**src/ssfp_pkg.sv**
```systemverilog
`timescale 1ns / 1ps
// Package for the serial frame parser: codes, frame position constants
// and the result record shared by the parser core and the output buffer.
// No dependencies.
package ssfp_pkg;

    // Parser phase.
    typedef enum logic [1:0] {
        PH_HUNT   = 2'd0,
        PH_HEADER = 2'd1,
        PH_DATA   = 2'd2
    } phase_t;

    // Event code carried by every result.
    typedef enum logic [1:0] {
        EV_BYTE  = 2'd0,
        EV_DONE  = 2'd1,
        EV_NO_LF = 2'd2,
        EV_SHORT = 2'd3
    } event_t;

    localparam int unsigned POS_W = 17;

    localparam logic [7:0] START_CHAR = 8'h40;
    localparam logic [7:0] LINE_FEED  = 8'h0A;

    // Header byte positions; the start character is position 1.
    localparam logic [POS_W-1:0] POS_START   = 17'd1;
    localparam logic [POS_W-1:0] POS_LEN_LO  = 17'd6;
    localparam logic [POS_W-1:0] POS_LEN_HI  = 17'd7;
    localparam logic [POS_W-1:0] POS_TX_NODE = 17'd8;
    localparam logic [POS_W-1:0] POS_RX_NODE = 17'd9;
    localparam logic [POS_W-1:0] POS_COUNT   = 17'd10;
    localparam logic [POS_W-1:0] POS_TYPE    = 17'd11;

    // The line feed sits at position length + 6.
    localparam logic [POS_W-1:0] LF_OFFSET  = 17'd6;
    localparam logic [15:0]      MIN_LENGTH = 16'd6;

    // One result transaction.
    typedef struct packed {
        event_t           event_res;
        logic [7:0]       byte_value;
        logic [POS_W-1:0] position;
        logic [15:0]      bin_length;
        logic [7:0]       tx_node;
        logic [7:0]       rx_node;
        logic [7:0]       seq_count;
        logic [7:0]       msg_type;
        logic             frame_end;
    } res_t;

endpackage

```
**src/ssfp_parse_core.sv**
```systemverilog
`timescale 1ns / 1ps
// Frame parser core: frame state registers and the per-byte update logic.
// Depends on ssfp_pkg.
module ssfp_parse_core
    import ssfp_pkg::*;
(
    input  logic       clk,
    input  logic       rst_n,
    input  logic       take,
    input  logic [7:0] rx_byte,
    output logic       res_valid,
    output res_t       res
);

    phase_t           phase_reg, phase_next;
    logic [POS_W-1:0] frame_pos_reg, frame_pos_next;
    logic [15:0]      length_reg, length_next;
    logic [7:0]       source_node_reg, source_node_next;
    logic [7:0]       dest_node_reg, dest_node_next;
    logic [7:0]       count_reg, count_next;
    logic [7:0]       type_reg, type_next;
    logic [POS_W-1:0] pos_inc;
    logic [15:0]      full_length;
    logic             has_result;
    logic             frame_done;
    event_t           ev;

    // Next frame state and the result for the byte at the input.
    always_comb
    begin
        phase_next       = phase_reg;
        frame_pos_next   = frame_pos_reg;
        length_next      = length_reg;
        source_node_next = source_node_reg;
        dest_node_next   = dest_node_reg;
        count_next       = count_reg;
        type_next        = type_reg;
        has_result       = 1'b0;
        frame_done       = 1'b0;
        ev               = EV_BYTE;
        pos_inc          = frame_pos_reg + POS_START;
        full_length      = {rx_byte, length_reg[7:0]};

        case (phase_reg)
            PH_HEADER:
            begin
                has_result     = 1'b1;
                frame_pos_next = pos_inc;
                case (pos_inc)
                    POS_LEN_LO:  length_next = {8'd0, rx_byte};
                    POS_LEN_HI:
                    begin
                        length_next = full_length;
                        if (full_length < MIN_LENGTH)
                        begin
                            ev         = EV_SHORT;
                            frame_done = 1'b1;
                        end
                    end
                    POS_TX_NODE: source_node_next = rx_byte;
                    POS_RX_NODE: dest_node_next   = rx_byte;
                    POS_COUNT:   count_next       = rx_byte;
                    POS_TYPE:
                    begin
                        type_next  = rx_byte;
                        phase_next = PH_DATA;
                    end
                    default: ;
                endcase
            end
            PH_DATA:
            begin
                has_result     = 1'b1;
                frame_pos_next = pos_inc;
                if (pos_inc == ({1'b0, length_reg} + LF_OFFSET))
                begin
                    ev         = (rx_byte == LINE_FEED) ? EV_DONE : EV_NO_LF;
                    frame_done = 1'b1;
                end
            end
            default:
            begin
                // Hunting: only the start character opens a frame.
                if (rx_byte == START_CHAR)
                begin
                    has_result       = 1'b1;
                    phase_next       = PH_HEADER;
                    frame_pos_next   = POS_START;
                    length_next      = 16'd0;
                    source_node_next = 8'd0;
                    dest_node_next   = 8'd0;
                    count_next       = 8'd0;
                    type_next        = 8'd0;
                end
                else
                begin
                    phase_next = PH_HUNT;
                end
            end
        endcase

        // The result shows the captured fields before any end-of-frame clear.
        res.event_res  = ev;
        res.byte_value = rx_byte;
        res.position   = frame_pos_next;
        res.bin_length = length_next;
        res.tx_node    = source_node_next;
        res.rx_node    = dest_node_next;
        res.seq_count  = count_next;
        res.msg_type   = type_next;
        res.frame_end  = frame_done;

        if (frame_done)
        begin
            phase_next       = PH_HUNT;
            frame_pos_next   = '0;
            length_next      = 16'd0;
            source_node_next = 8'd0;
            dest_node_next   = 8'd0;
            count_next       = 8'd0;
            type_next        = 8'd0;
        end
    end

    assign res_valid = take && has_result;

    // Frame state registers, updated once per accepted byte.
    always_ff @(posedge clk or negedge rst_n)
    begin
        if (!rst_n)
        begin
            phase_reg       <= PH_HUNT;
            frame_pos_reg   <= '0;
            length_reg      <= 16'd0;
            source_node_reg <= 8'd0;
            dest_node_reg   <= 8'd0;
            count_reg       <= 8'd0;
            type_reg        <= 8'd0;
        end
        else if (take)
        begin
            phase_reg       <= phase_next;
            frame_pos_reg   <= frame_pos_next;
            length_reg      <= length_next;
            source_node_reg <= source_node_next;
            dest_node_reg   <= dest_node_next;
            count_reg       <= count_next;
            type_reg        <= type_next;
        end
    end

    // A frame end always sends the parser back to hunting.
    a_end_to_hunt: assert property (@(posedge clk) disable iff (!rst_n)
        (res_valid && res.frame_end) |=> (phase_reg == PH_HUNT))
        else $error("parser did not return to hunting after frame end");

    // Only error and completion results close a frame.
    a_end_matches_event: assert property (@(posedge clk) disable iff (!rst_n)
        res_valid |-> (res.frame_end == (res.event_res != EV_BYTE)))
        else $error("frame_end disagrees with event code");

    // Hunting only reports the start character.
    a_hunt_start_only: assert property (@(posedge clk) disable iff (!rst_n)
        (res_valid && (phase_reg == PH_HUNT)) |->
            ((rx_byte == START_CHAR) && (res.position == POS_START)))
        else $error("result while hunting without a start character");

endmodule

```
**src/ssfp_out_buf.sv**
```systemverilog
`timescale 1ns / 1ps
// Result register with a skid stage, so the input can take one more result
// while a finished result waits. Depends on ssfp_pkg.
module ssfp_out_buf
    import ssfp_pkg::*;
(
    input  logic clk,
    input  logic rst_n,
    input  logic push,
    input  res_t push_data,
    output logic full,
    output logic out_valid,
    input  logic out_stall,
    output res_t out_data
);

    logic out_valid_reg, out_valid_next;
    logic skid_valid_reg, skid_valid_next;
    res_t out_data_reg, out_data_next;
    res_t skid_data_reg, skid_data_next;
    logic out_fire;

    assign out_fire = out_valid_reg && !out_stall;

    // Buffer control: drain the skid stage first, else load or park the result.
    always_comb
    begin
        out_valid_next  = out_valid_reg;
        skid_valid_next = skid_valid_reg;
        out_data_next   = out_data_reg;
        skid_data_next  = skid_data_reg;
        if (skid_valid_reg)
        begin
            if (out_fire)
            begin
                out_data_next   = skid_data_reg;
                skid_valid_next = 1'b0;
            end
        end
        else if (!out_valid_reg || out_fire)
        begin
            out_valid_next = push;
            out_data_next  = push_data;
        end
        else if (push)
        begin
            skid_valid_next = 1'b1;
            skid_data_next  = push_data;
        end
    end

    // Valid flags.
    always_ff @(posedge clk or negedge rst_n)
    begin
        if (!rst_n)
        begin
            out_valid_reg  <= 1'b0;
            skid_valid_reg <= 1'b0;
        end
        else
        begin
            out_valid_reg  <= out_valid_next;
            skid_valid_reg <= skid_valid_next;
        end
    end

    // Payload registers.
    always_ff @(posedge clk)
    begin
        out_data_reg  <= out_data_next;
        skid_data_reg <= skid_data_next;
    end

    assign full      = skid_valid_reg;
    assign out_valid = out_valid_reg;
    assign out_data  = out_data_reg;

    // The skid stage only fills behind an occupied result register.
    a_skid_behind_out: assert property (@(posedge clk) disable iff (!rst_n)
        skid_valid_reg |-> out_valid_reg)
        else $error("skid stage holds data while the result register is empty");

endmodule

```
**src/sonar_serial_frame_parser.sv**
```systemverilog
`timescale 1ns / 1ps
// Serial frame parser top level: one received byte per input transaction.
// The result of an accepted byte is registered. Throughput: one byte per cycle
// while in_stall is low; the two-entry result buffer keeps input open while one
// result is stalled. Bytes outside a frame produce no result.
// Reset (rst_n, asynchronous, active low) returns the parser to hunting.
module sonar_serial_frame_parser
    import ssfp_pkg::*;
(
    input  logic              clk,
    input  logic              rst_n,
    input  logic              in_valid,
    output logic              in_stall,
    input  logic [7:0]        rx_byte,
    output logic              out_valid,
    input  logic              out_stall,
    output logic [1:0]        event_res,
    output logic [7:0]        byte_value,
    output logic [POS_W-1:0]  position,
    output logic [15:0]       bin_length,
    output logic [7:0]        tx_node,
    output logic [7:0]        rx_node,
    output logic [7:0]        seq_count,
    output logic [7:0]        msg_type,
    output logic              frame_end
);

    logic take;
    logic res_valid;
    logic buf_full;
    res_t res;
    res_t out_data;

    assign in_stall = buf_full;
    assign take     = in_valid && !buf_full;

    // Per-byte parsing and frame state.
    ssfp_parse_core u_core (
        .clk       (clk),
        .rst_n     (rst_n),
        .take      (take),
        .rx_byte   (rx_byte),
        .res_valid (res_valid),
        .res       (res)
    );

    // Result register and skid stage.
    ssfp_out_buf u_out_buf (
        .clk       (clk),
        .rst_n     (rst_n),
        .push      (res_valid),
        .push_data (res),
        .full      (buf_full),
        .out_valid (out_valid),
        .out_stall (out_stall),
        .out_data  (out_data)
    );

    assign event_res  = out_data.event_res;
    assign byte_value = out_data.byte_value;
    assign position   = out_data.position;
    assign bin_length = out_data.bin_length;
    assign tx_node    = out_data.tx_node;
    assign rx_node    = out_data.rx_node;
    assign seq_count  = out_data.seq_count;
    assign msg_type   = out_data.msg_type;
    assign frame_end  = out_data.frame_end;

endmodule
```
**config.mk**
```make
export PLATFORM = sky130hd
export DESIGN_NAME = sonar_serial_frame_parser
export DESIGN_NICKNAME = d
export VERILOG_FILES = /design/src/ssfp_pkg.sv /design/src/ssfp_parse_core.sv /design/src/ssfp_out_buf.sv /design/src/sonar_serial_frame_parser.sv
export SDC_FILE = /design/constraint.sdc
export NUM_CORES = 1
export LEC_CHECK = 0
export BUFFER_PORTS_ARGS = -buffer_cell sky130_fd_sc_hd__buf_4
export CORE_AREA = 4 4 173 175
export CTS_BUF_LIST = sky130_fd_sc_hd__clkbuf_16
export CTS_CLUSTER_SIZE = 20
export DETAILED_ROUTE_END_ITERATION = 10
export DIE_AREA = 0 0 177 179
export PLACE_DENSITY = 0.61
export SLEW_MARGIN = 20
export SYNTH_ARGS = -nofsm -noshare
export SYNTH_HDL_FRONTEND = slang
export SYNTH_SLANG_ARGS = --single-unit
```
**constraint.sdc**
```tcl
create_clock -name clk -period 17.3 [get_ports clk]
set_clock_uncertainty 0.1 [all_clocks]
set_input_delay 3.46 -clock clk [delete_from_list [all_inputs] [get_ports clk]]
set_output_delay 3.46 -clock clk [all_outputs]
set_load 0.005 [all_outputs]
```
Word-level counts from Yosys, hierarchy flattened
Cells that the tools add are included.
Cells by class
  multiplexer cells: 45
  $add $sub $neg: 2
  div/mod/pow operators: 0
  shift operators: 0
  reductions and logical operators: 13
  order comparisons: 1
  $mul: 0
  bitwise gates (word level): 2
  equal/unequal tests: 14
Operators by type and width (number)
  2-to-1 mux 76 bit: 3
  2-to-1 mux 8 bit: 12
  == test 17 x 4 -> 1 bit (second input constant): 4
  one-hot mux 16 bit (2 select lines): 2
  one-hot mux 8 bit (2 select lines): 4
  2-to-1 mux 17 bit: 3
  == test 17 x 3 -> 1 bit (second input constant): 2
  2-to-1 mux 16 bit: 2
  adder 16 x 3 -> 17 bit (second input constant): 1
  adder 17 x 1 -> 17 bit (second input constant): 1
  == test 17 bit: 1
  less-than comparator 16 x 3 -> 1 bit (second input constant): 1
  2-to-1 mux 2 bit: 6
  2-to-1 mux 1 bit: 10
  == test 8 x 4 -> 1 bit (second input constant): 1
  == test 8 x 7 -> 1 bit (second input constant): 1
  one-hot mux 2 bit (2 select lines): 2
  AND reduction 3 bit: 2
  AND reduction 2 bit: 2
  logical AND 1 bit: 3
  logical NOT 1 bit: 3
  inequality test 3 x 2 -> 1 bit (second input constant): 1
  == test 2 x 1 -> 1 bit (second input constant): 1
  == test 2 bit (second input constant): 1
  other kinds (7): 8
Word-level totals
  bits in read-only memories: 0
  memories: 0
  input bits: 12
  bits in writable memories: 0
  latch bits: 0
  register bits after elaboration: 221

Logic depth before layout (Yosys ltp)
  depth after elaboration: 7
  mapped depth: 14
  depth with buffers taken out: 11

Modules after synthesis
A second synthesis with hierarchy kept.
Second synthesis, totals
  cells, all modules: 1049
  area, all modules: 12005.3 um^2
Modules (own cells, without submodules)
  ssfp_parse_core: sequential area each 1676.6 um^2, instances 1, cells each 800, area an instance 6030.8 um^2
  ssfp_out_buf: sequential area each 4614.4 um^2, instances 1, cells each 248, area an instance 5960.7 um^2
  sonar_serial_frame_parser: sequential area each 0.0 um^2, instances 1, cells each 1, area an instance 13.8 um^2

Worst setup path after synthesis
No wires, ideal clock.
  path kind: in2reg
  from: input port rx_byte[2]
  to: register u_out_buf.skid_data_reg[0] (netlist bit), enable pin
  cell stages on the path: 7
  library setup time: 604 ps
  setup slack: 6372 ps
  data arrival time: 10224 ps
  path buffers: 3
  data required time: 16596 ps
  path through: clkbuf_1 -> or4_1 -> nor4_1 -> a21oi_1 -> clkbuf_1 -> clkbuf_1 -> nor3_1
Between the ends
  longest elaborated chain between the ends: 5
Ends and longest elaborated chain
  start: declaration: RTL line sonar_serial_frame_parser.sv:14  | input logic [7:0] rx_byte,
  == test 8 x 7 -> 1 bit: RTL line ssfp_parse_core.sv:84  | if (rx_byte == START_CHAR)
  2-to-1 mux 1 bit: RTL line ssfp_parse_core.sv:84
  2-to-1 mux 1 bit: RTL line ssfp_parse_core.sv:44  | case (phase_reg)
  logical AND 1 bit: RTL line ssfp_parse_core.sv:125  | assign res_valid = take && has_result;
  AND reduction 3 bit (no line)
  end signal: assignment: RTL line ssfp_out_buf.sv:71  | skid_data_reg <= skid_data_next;
  end: declaration: RTL line ssfp_out_buf.sv:20  | res_t skid_data_reg, skid_data_next;
No other way between the ends.
A chain may end at the register's enable or synchronous reset.

Final worst setup path
  from: input port rx_byte[5]
  to: register u_core.type_reg[4]
Between the ends
  longest elaborated chain between the ends: 5
  elaborated cells between the ends (all ways): 8
  those cells by class: 1 x order compare; 1 x eq/ne; 6 x mux
Ends and longest elaborated chain
  less-than comparator 16 x 3 -> 1 bit: RTL line ssfp_parse_core.sv:54  | if (full_length < MIN_LENGTH)
  2-to-1 mux 1 bit: RTL line ssfp_parse_core.sv:54
  2-to-1 mux 1 bit: RTL line ssfp_parse_core.sv:49  | case (pos_inc)
  one-hot mux 1 bit (2 select lines): RTL line ssfp_parse_core.sv:44
  2-to-1 mux 8 bit (*): RTL line ssfp_parse_core.sv:113  | if (frame_done)
  end signal: assignment: RTL line ssfp_parse_core.sv:148  | type_reg <= type_next;
  end: declaration: RTL line ssfp_parse_core.sv:21  | logic [7:0] type_reg, type_next;
Every way passes the cells marked *; elsewhere a longest branch is shown, timed or not.

==> metrics <==
number of buffer and inverter stages on the critical path 3; maximum operating frequency 0.1565 GHz; average wire per cell in the routed design 19.75 microns; total number of vias 8409; FFs w/ async S/R, synth 31.22%; aggregate global-route resource usage 18.02%; Tightest Pin Transition 1.046 ns; number of unique standard cell types used by synthesis 58; final worst path period share between 30% and 40%; synthesized net count 1053; final critical-path required period 6.391 ns; number of antenna violations at the first check in global routing 0; Crit Path Category in2reg; via count normalized by instance count between 5 and 6; stages on the worst setup path 9; Cell Chain, Critical Path buf_4, or4_1, nor4_1, o2111ai_1, o32ai_2, buf_4, nor2_2, buf_4, a22o_1; count of maximum capacitance violations 0; fraction of final layout cells sized beyond drive strength 1 21.53%; number of global-route vias before repair 7875; count of fill cells added during filler insertion 2617; part of the total power dissipated in combinational logic around 5.2%; clock latency of the later-clocked register in the worst-skew pair 0.52 ns; arrival time at the worst endpoint 6.70 ns; launching point of the worst reg2reg path u_core.frame_pos_reg[0]; beginning of the critical path rx_byte[5]; proportion of total power due to net switching between 20% and 30%; post-layout power ~1.2 mW; Die Ht 179 microns; Area growth syn-to-layout 15.82%; RR Endpoint u_core.type_reg[4]; TNS Setup 0 ns; register share of total power 48.0%; clock tree root driver cell sky130_fd_sc_hd__clkbuf_16; sinks on the clock net 221; FF+latch area 6295 sq um; required time at the endpoint of the critical path 17.61 ns; worst slack at placement 10.39 ns; initial core utilization 39.65%; wire length of the first global-routing pass 45780 microns; number of hold buffers added after cts 0; register clock-pin slew on the reported worst setup and hold paths 0.06 ns; Synth Warn # 0; biggest cell delay along the critical path 0.64 ns; VDD IR max 0.00005438 V; total wire length after detailed routing 29220 microns; core region area 28470 sq um; final setup vio count 0; FF+latch count, synth 221; count of H-tree levels built during CTS 1; first-iteration detailed-routing DRC count 801; ys flop type sky130_fd_sc_hd__edfxtp_1; final critical-path setup slack 10.91 ns; Critical Path Sink u_core.type_reg[4]; area used by multi-input combinational logic between 4000 and 5000 sq um; Clock Tree Buf Depth 3; Final GP Congestion about 0.87; Worst setup EP type flop; share of power burned in the clock network 46.8%; Post-CTS Setup Repair Bufs 0; cell depth of the worst flop-to-flop path 12; row count 62; number of nets in the finished design around 1100; total congestion overflow 0; power per cell area between 90 and 100 nW/um^2; run status completed; largest fanout on the critical path 32; nature of the critical path startpoint input port; CP most frequent cell sky130_fd_sc_hd__buf_4; number of buffers added by the clock tree synthesis step 24; Post-Synthesis Mean Instance Area ~11 sq um; Diodes inserted 0; Horiz. Die Dim 177 microns; Leak 5.004 nW; number of synthesized flops with an enable pin ~150; CTS tree built; net switching power 254.8 uW; die outline area roughly 32000 sq um; max-slew violations 0; number of nets still failing antenna checks after routing 0; cell count after synthesis 1033; category of cells accounting for the largest share of critical-path delay compound AO/OA/AOI/OAI gates; headroom to the max-slew limit 29.71%; number of placed I/O pins 90; setup repair after global routing missed its margin false; final hold violation count 0; slowest stage cell, crit path sky130_fd_sc_hd__o32ai_2; Internal Dissipation around 950 uW; pin count of the biggest net entering global routing 87; Cell Area, Synth 11290 sq um; sequential element share of the synthesized area 55.74%; number of gates given a new drive strength after cts 0; number of iterations in the first detailed-routing pass 5; worst min-delay path category reg2reg; HPWL after DPL approximately 18000 microns; # port buffers 89; Reg2Reg Setup Slack approximately 12 ns; DRC violation count after routing 0
-- cell usage after synthesis, types with 12 or more instances --
master	number	area share, %
sky130_fd_sc_hd__nor2_1	68	2.3
sky130_fd_sc_hd__nand2b_1	14	0.78
sky130_fd_sc_hd__o21ai_0	88	3.9
sky130_fd_sc_hd__a22o_1	37	2.9
sky130_fd_sc_hd__nor3_1	16	0.71
sky130_fd_sc_hd__dfrtp_1	69	15
sky130_fd_sc_hd__a21oi_1	51	2.3
sky130_fd_sc_hd__o22ai_1	13	0.72
sky130_fd_sc_hd__nand4_1	12	0.67
sky130_fd_sc_hd__clkbuf_1	49	1.6
sky130_fd_sc_hd__a32oi_1	16	1.2
sky130_fd_sc_hd__xnor2_1	36	2.8
sky130_fd_sc_hd__a31o_2	16	1.2
sky130_fd_sc_hd__mux2_2	67	6.7
sky130_fd_sc_hd__nand2_1	119	4.0
sky130_fd_sc_hd__nand3_1	27	1.2
sky130_fd_sc_hd__inv_1	31	1.0
sky130_fd_sc_hd__buf_2	14	0.62
sky130_fd_sc_hd__edfxtp_1	152	40
-- how the worst min path moves through the flow --
stage	cells past startpoint	to	slack, ns	start
after floorplan	2	u_core.frame_pos_reg[16]	0.38	u_core.frame_pos_reg[16]
after global placement	1	u_core.type_reg[4]	0.41	u_core.type_reg[4]
after detailed placement	1	u_core.type_reg[4]	0.41	u_core.type_reg[4]
after CTS	2	u_out_buf.out_data[40]	0.43	u_out_buf.skid_data_reg[40]
after global routing	2	u_out_buf.out_data[40]	0.44	u_out_buf.skid_data_reg[40]
final	2	u_out_buf.out_data[37]	0.42	u_out_buf.skid_data_reg[37]
-- power by group through the flow --
stage	logic (mW)	registers (mW)	clock network (mW)
2_1_floorplan	0.0389	0.585	0
3_3_place_gp	0.0606	0.589	0
3_5_place_dp	0.0616	0.589	0
4_1_cts	0.0619	0.578	0.579
5_1_grt	0.0679	0.579	0.603
6_report	0.0621	0.579	0.564
-- cell type report --
class                   count  share of cell area [%]
clock buffers              24                   4.594
clock inverters            20                   2.154
inverters                  31                  0.8901
multi-input cells         699                   34.73
flip-flops and latches    221                   48.15
well taps                 384                   3.675
repair buffers            101                   5.800
-- cell usage in the layout (no fill, tap or decap), types with 4 or more instances in the layout --
cell	netlist	layout
sky130_fd_sc_hd__o31ai_1	11	11
sky130_fd_sc_hd__a21o_1	7	7
sky130_fd_sc_hd__o21ai_1	7	7
sky130_fd_sc_hd__a22o_1	37	37
sky130_fd_sc_hd__a31o_2	16	16
sky130_fd_sc_hd__a32oi_1	16	16
sky130_fd_sc_hd__nor2_1	68	68
sky130_fd_sc_hd__xor2_1	8	8
sky130_fd_sc_hd__nor3b_1	10	10
sky130_fd_sc_hd__and3_1	6	6
sky130_fd_sc_hd__nand3_1	27	27
sky130_fd_sc_hd__dfrtp_1	69	68
sky130_fd_sc_hd__o21ai_0	88	88
sky130_fd_sc_hd__nand2b_1	14	13
sky130_fd_sc_hd__bufinv_16	0	7
sky130_fd_sc_hd__nor4_1	11	11
sky130_fd_sc_hd__a21oi_1	51	50
sky130_fd_sc_hd__clkbuf_16	0	24
sky130_fd_sc_hd__mux2i_1	5	4
sky130_fd_sc_hd__edfxtp_1	152	152
sky130_fd_sc_hd__nor3_1	16	15
sky130_fd_sc_hd__o211ai_1	4	4
sky130_fd_sc_hd__buf_4	5	101
sky130_fd_sc_hd__inv_1	31	35
sky130_fd_sc_hd__a221o_1	6	6
sky130_fd_sc_hd__clkinv_1	0	4
sky130_fd_sc_hd__mux2_2	67	67
sky130_fd_sc_hd__nand2_1	119	119
sky130_fd_sc_hd__nand4_1	12	12
sky130_fd_sc_hd__or3_1	4	4
sky130_fd_sc_hd__o22ai_1	13	13
sky130_fd_sc_hd__ha_1	8	6
sky130_fd_sc_hd__xnor2_1	36	36
-- layer usage --
| metal | wire [microns] | vias up | global-route usage [%] |
|---|---|---|---|
| met5 | 0 | - | 0 |
| met4 | 803 | 0 | 5.351 |
| met3 | 2221 | 58 | 3.079 |
| met2 | 12870 | 318 | 27.28 |
| met1 | 13330 | 4121 | 26.65 |
| li1 | - | 3912 | - |
-- worst min-delay path: stages, from the launching register on --
cell,delay (ns)
sky130_fd_sc_hd__edfxtp_1,0.31
sky130_fd_sc_hd__nand2_1,0.04
sky130_fd_sc_hd__o21ai_0,0.06
-- stage by stage --
step           util (%)  hold WS (ns)  cell area, sq um  std cells
5_1_grt           45.92        0.4436             13070       1480
2_1_floorplan         -        0.3815             11290       1033
4_1_cts           45.92        0.4278             13070       1480
3_3_place_gp      42.82        0.4061             12190       1436
6_report          45.92        0.4242             13070       1480
3_5_place_dp      42.82        0.4119             12190       1436
-- kinds of logic (layout without fill, tap and decap cells) --
| group | Yosys count | after routing | synth area share (%) |
|---|---|---|---|
| simple gates | 304 | 304 | 12.66 |
| compound gates | 271 | 271 | 15.82 |
| flops | 221 | 221 | 55.74 |
| buf+inv | 113 | 176 | 4.356 |
| mux | 72 | 72 | 7.128 |
| xor+xnor | 44 | 44 | 3.414 |
| fa+ha+maj | 8 | 8 | 0.8869 |
No activity file was read; power rests on OpenSTA's default activity.
